## src/rtl/mm4_pkg.sv

```systemverilog
`default_nettype none

package mm4_pkg;

  localparam int unsigned ELEM_W        = 32;
  localparam int unsigned PROD_W        = 2 * ELEM_W;
  localparam int unsigned DIM_DEF       = 4;
  localparam int unsigned FRAC_BITS_DEF = 16;

  typedef struct packed {
    logic signed [ELEM_W-1:0] a_element;
    logic signed [ELEM_W-1:0] b_element;
  } mm4_in_t;

  typedef struct packed {
    logic signed [ELEM_W-1:0] c_element;
    logic                     is_last;
    logic                     saturated;
  } mm4_out_t;

  // token that walks the cell chain alongside the partial sum
  typedef struct packed {
    logic valid;
    logic last;
  } mm4_tag_t;

endpackage

`default_nettype wire

```

## src/rtl/mm4_cell.sv

```systemverilog
`default_nettype none

module mm4_cell import mm4_pkg::*; #(
  parameter int unsigned DIM      = DIM_DEF,
  parameter int unsigned ACC_W    = PROD_W + $clog2(DIM_DEF),
  parameter int unsigned CELL_IDX = 0,
  localparam int unsigned IDX_W   = (DIM > 1) ? $clog2(DIM) : 1
) (
  input  wire logic                     clk_i,
  input  wire logic                     rst_ni,
  input  wire logic                     en_i,
  input  wire logic                     ld_en_i,
  input  wire logic [IDX_W-1:0]         ld_row_i,
  input  wire logic [IDX_W-1:0]         ld_col_i,
  input  wire logic signed [ELEM_W-1:0] ld_a_i,
  input  wire logic signed [ELEM_W-1:0] ld_b_i,
  input  wire mm4_tag_t                 tag_i,
  input  wire logic [IDX_W-1:0]         row_i,
  input  wire logic [IDX_W-1:0]         col_i,
  input  wire logic signed [ACC_W-1:0]  psum_i,
  output      mm4_tag_t                 tag_o,
  output      logic [IDX_W-1:0]         row_o,
  output      logic [IDX_W-1:0]         col_o,
  output      logic signed [ACC_W-1:0]  psum_o,
  output      logic                     busy_o
);

  // column CELL_IDX of A, row CELL_IDX of B
  logic signed [ELEM_W-1:0] a_col_q [DIM];
  logic signed [ELEM_W-1:0] b_row_q [DIM];

  logic signed [ELEM_W-1:0] a_sel, b_sel;
  logic signed [PROD_W-1:0] prod_d, prod_q;
  logic signed [ACC_W-1:0]  psum_p_q, sum_d, sum_q;
  mm4_tag_t                 p_tag_q, s_tag_q;
  logic [IDX_W-1:0]         p_row_q, p_col_q, s_row_q, s_col_q;

  always_ff @(posedge clk_i) begin
    if (ld_en_i && (ld_col_i == IDX_W'(CELL_IDX))) begin
      a_col_q[ld_row_i] <= ld_a_i;
    end
    if (ld_en_i && (ld_row_i == IDX_W'(CELL_IDX))) begin
      b_row_q[ld_col_i] <= ld_b_i;
    end
  end

  assign a_sel  = a_col_q[row_i];
  assign b_sel  = b_row_q[col_i];
  assign prod_d = a_sel * b_sel;
  assign sum_d  = psum_p_q + ACC_W'(prod_q);

  always_ff @(posedge clk_i or negedge rst_ni) begin
    if (!rst_ni) begin
      p_tag_q <= '0;
      s_tag_q <= '0;
    end else if (en_i) begin
      p_tag_q <= tag_i;
      s_tag_q <= p_tag_q;
    end
  end

  always_ff @(posedge clk_i) begin
    if (en_i) begin
      prod_q   <= prod_d;
      psum_p_q <= psum_i;
      p_row_q  <= row_i;
      p_col_q  <= col_i;
      sum_q    <= sum_d;
      s_row_q  <= p_row_q;
      s_col_q  <= p_col_q;
    end
  end

  assign tag_o  = s_tag_q;
  assign row_o  = s_row_q;
  assign col_o  = s_col_q;
  assign psum_o = sum_q;
  assign busy_o = p_tag_q.valid | s_tag_q.valid;

endmodule

`default_nettype wire

```

## config.mk

```make
export PLATFORM = sky130hd
export DESIGN_NAME = mm4_cell
export DESIGN_NICKNAME = d
export VERILOG_FILES = /design/src/rtl/mm4_pkg.sv /design/src/rtl/mm4_cell.sv
export SDC_FILE = /design/constraint.sdc
export NUM_CORES = 2
export LEC_CHECK = 0
export ABC_AREA = 1
export BUFFER_PORTS_ARGS = -buffer_cell sky130_fd_sc_hd__buf_2
export CORE_AREA = 2 2 302 304
export CTS_BUF_LIST = sky130_fd_sc_hd__clkbuf_4 sky130_fd_sc_hd__clkbuf_8
export DETAILED_ROUTE_END_ITERATION = 16
export DIE_AREA = 0 0 304 306
export HOLD_SLACK_MARGIN = 0.1
export MAX_ROUTING_LAYER = met4
export PLACE_DENSITY = 0.84
export SYNTH_ARGS = -nofsm -noshare
export SYNTH_HDL_FRONTEND = slang
export SYNTH_SLANG_ARGS = --single-unit
```

## constraint.sdc

```tcl
create_clock -name clk_i -period 10.2 [get_ports clk_i]
set_input_delay 1.53 -clock clk_i [delete_from_list [all_inputs] [get_ports clk_i]]
set_output_delay 1.53 -clock clk_i [all_outputs]
set_load 0.02 [all_outputs]
```

After elaboration in Yosys (flattened, before gate mapping):

Memory sizes are Yosys's and may differ from the RTL's.
Index checks and enable logic that the tools add are counted.
Widths: inputs -> output; s select.

* register bits: 208
* RAM bits: 256
* output and inout bits: 73
* logic and storage cells: 24
* memories kept: 2

* $add $sub $neg: 1
* multipliers: 1
* multiplexer cells: 4
* bitwise logic cells: 1
* reductions and logical operators: 4

Memory list
* a_col_q: words 4, width 32, read ports 1, clocked after Yosys merged registers in 0, write ports 1, line mm4_cell.sv:29 `logic signed [ELEM_W-1:0] a_col_q [DIM];`
* b_row_q: words 4, width 32, read ports 1, clocked after Yosys merged registers in 0, write ports 1, line mm4_cell.sv:30 `logic signed [ELEM_W-1:0] b_row_q [DIM];`

Operator list (number)
* $add 66x64->66: 1
* $mul 32x32->64: 1
* $logic_not 2->1: 2
* $mux 1: 4
* $logic_and 1x1->1: 2
* $or 1x1->1: 1

Depth between registers and ports, before layout:

* depth in word-level cells: 4
* depth in mapped cells: 37

Least setup slack after synthesis:

OpenSTA, ideal clock, no wires.

* path type: input to register
* start point: in col_i[0]
* end point: reg prod_q[50] (data pin)
* setup time: 253 ps
* data arrival time: 8812 ps
* data required time: 9947 ps
* setup slack: 1135 ps
* stages: 31
* path buffers: 2
* cells stage by stage: inv_2 buf_2 nand2_1 a32oi_2 inv_2 buf_2 nor2_1 fa_1 fa_1 inv_1 fa_1 inv_1 fa_1 inv_1 fa_1 inv_1 fa_1 inv_1 fa_1 inv_1 fa_1 ha_1 nand2_1 nor2_1 inv_1 nor3_1 nand2_1 nor3_1 nand2_1 nand4_1 nand2_1

* longest elaborated chain between the ends: 2

Ends and longest elaborated chain
* start: declaration: line mm4_cell.sv:19 `input wire logic [IDX_W-1:0] col_i,`
* $mem_v2 4x32
* $mul 32x32->64: line mm4_cell.sv:49 `assign prod_d = a_sel * b_sel;`
* named net prod_d[50]: line mm4_cell.sv:33 `logic signed [PROD_W-1:0] prod_d, prod_q;`
* end signal: assignment: line mm4_cell.sv:64 `prod_q <= prod_d;`
* end: declaration: line mm4_cell.sv:33

The timed path passes the listed nets, and every way through them passes these cells.
A chain may end at the register's enable or synchronous reset.

Worst setup path after layout:

* start point: in col_i[1]
* end point: reg prod_q[33] (data pin)

Same word-level chain as after synthesis.

==> flow_metrics.tcl <==
set metrics [dict create \
    synthTopCellsByCount "1553 x nand2_1, 1412 x inv_1, 1083 x fa_1, 779 x nor2_1, 460 x edfxtp_1" \
    initial_core_util_pct 65.4 \
    area_growth_pct 8.36 \
    initialDrtViolationCount 5028 \
    routed_wl_mm 188 \
    grt_max_degree 92 \
    synthXorXnorAreaFrac_pct 1.02 \
    synth_top_family_by_area "adder cells" \
    muxShareOfSynthArea_pct 0 \
    cts_inserted_buffers 79 \
    hold_viol 0 \
    avgSynthCellArea_um2 9.07 \
    status "finished, final reports clean" \
    required_ns 10.68 \
    grt.total_usage_pct 43.5 \
    crit_type "in -> reg" \
    rsz0062_at_grt "no" \
    drc 0 \
    routedWlPerCell_um 23.4 \
    cts_hold_buf 0 \
    synthDistinctLibCells 34 \
    synth-simple-area-share_pct 16.9 \
    final_nets 8260 \
    ctsHtreeMaxLevel 3 \
    synthFlopType "edfxtp_1" \
    port_buffers 216 \
    clockBufferDepth 3 \
    synth_compound_area_share_pct 4.94 \
    period_minus_slack_ns 9.13 \
    cts_sinks 464 \
    rows 110 \
    cp.arrival_ns 9.60 \
    drtPass1Iterations 7 \
    finalCritPeriodShare_pct 89.5 \
    synth.top_cell.area_share_pct 37.0 \
    slew_headroom_pct 27.4 \
    clk_pin_slew_ns 0.06 \
    crit_top_cell "fa_1" \
    worst_pin_slew_ns 1.09 \
    drive_above_1_share_pct 9.64 \
    io_pins 217 \
    critPathSlowestCell "fa_1" \
    finClkSkew_ns 0.0694 \
    cp_max_fo 36 \
    grt.overflow.total 0 \
    yosys.area_share.adder_pct 42.3 \
    synthTopCellsByArea "fa_1 37%, edfxtp_1 24%, nand2_1 9.9%, inv_1 9.0%, ha_1 5.3%" \
    startpoint_type "input pin" \
    syn-num-nets 7940 \
    cts-root-buf "clkbuf_8" \
    die-area_mm2 0.0930 \
    fin_tns_setup_ns 0 \
    seq_area_mm2 0.0139 \
    slowest_delay_ns 0.61 \
    synth_async_sr_flop_share_pct 0.862 \
    syn_inst 6464 \
    synthesis.area_mm2 0.0586 \
    ys_seq_area_share_pct 23.7 \
    end_kind "flip-flop" \
    ctsResizeCount 0 \
    yosysWarnings 0 \
    viasPerCell 5.82 \
    drv_cap 0 \
    die_h_um 306 \
    place.gp.congestion 1.07 \
    cts_tree "done" \
    hold_class "reg -> reg" \
    postCtsSetupRepairBufs 0 \
    antenna_found_initial 8 \
    num_vias 46700 \
    insertion_delay_ns 0.78 \
    fmax_mhz 110 \
    nFillCells 6837 \
    grt_pass1_vias 49700 \
    synth_most_common_cell "nand2_1" \
    grt_pass1_wl_mm 292 \
    synth_top_area_cell "fa_1" \
    coreArea_mm2 0.0896 \
    multiInputGateArea_mm2 0.0382 \
    ys_ff_latch 464 \
    ant_nets 0 \
    synth_enable_flop_cells 460 \
    die_w_um 304 \
    setup_viol 0 \
    drv_slew 0 \
    dp_hpwl_mm 156 \
]
## per-stage QoR
stage / utilization (%) / setup slack (ns) / area, um2 / instances / hold slack (ns)
after floorplan: - / 1.13 / 58600 / 6464 / 0.400
after global routing: 70.9 / 0.694 / 63500 / 8030 / 0.434
after detailed placement: 69.1 / 0.456 / 61900 / 7879 / 0.406
final: 70.9 / 1.07 / 63500 / 8032 / 0.417
after CTS: 70.9 / 1.24 / 63500 / 8021 / 0.420
after global placement: 69.1 / 0.569 / 61900 / 7879 / 0.401
## critical path, delay by kind of cell
family	cells	cell delay, ns
buf+inv	8	1.92
fa+ha+maj	9	4.32
compound gates	1	0.18
simple gates	10	1.60
## area by class of cell
class	count	area share, %
multi-input combinational	4354	60.2
inverter	1461	8.63
antenna	11	0.0433
timing repair buffer	424	4.41
clock buffer	98	1.95
clock inverter	44	0.575
sequential	464	21.9
tap	1176	2.32
## per-layer routing
layer / global-route usage (%) / vias to the layer above / wire length (um)
met4: 24.4 / 0 / 13000
li1: - / 20100 / -
met3: 9.87 / 767 / 22000
met5: - / - / 0
met2: 66.7 / 2913 / 85600
met1: 54.1 / 23000 / 67600
## state kept, by name (all words and copies together), names as in the netlist
register,count
a_col_q,128
b_row_q,128
col_o,2
p_col_q,2
p_row_q,2
p_tag_q,2
prod_q,64
psum_o,66
psum_p_q,66
row_o,2
tag_o,2
## cells in the final DEF, fill, tap and decap left out, types with 3 or more instances in the layout
cell and instances:
nand2_1 1553, inv_1 1412, fa_1 1083, nor2_1 779
edfxtp_1 460, ha_1 249, a21oi_1 225, buf_2 215
buf_4 196, nand3_1 130, clkbuf_8 80, o21ai_0 75
xor2_1 60, inv_2 49, a32oi_2 41, nand4_1 39
o21bai_1 35, nor3_1 21, clkbuf_4 18, clkinv_1 18
buf_12 12, diode_2 11, a32oi_4 11, a32oi_1 10
clkinv_2 9, nor4_1 8, xnor2_1 8, nor3_2 8
a21o_1 7, clkinvlp_4 6, bufinv_16 5, dfrtp_1 4
clkinv_4 3
## cells by family (layout without fill, tap and decap cells)
logic type / after synthesis / after routing
compound gates: 410 / 410
xor+xnor: 68 / 68
fa+ha+maj: 1332 / 1332
buf+inv: 1646 / 2027
flops: 464 / 464
other cells: 0 / 11
simple gates: 2544 / 2544
## path summary, 6_finish.rpt
check,depth (start not counted),start,slack [ns],end
setup / recovery,28,col_i[1],1.07,prod_q[33]$_DFFE_PP_
hold / removal,0,p_row_q[0]$_DFFE_PP_,0.42,row_o[0]$_DFFE_PP_
setup reg to reg,28,a_col_q[3][31]$_DFFE_PP_,1.94,prod_q[54]$_DFFE_PP_
hold reg to reg,0,p_row_q[0]$_DFFE_PP_,0.42,row_o[0]$_DFFE_PP_
max in group asynchronous,1,rst_ni,9.52,tag_o[0]$_DFFE_PN0P_
min in group asynchronous,1,rst_ni,0.54,p_tag_q[1]$_DFFE_PN0P_
Power is left out: the tool's default activity adds up to more than one toggle a clock period on the data nets, which glitch-free logic cannot reach.
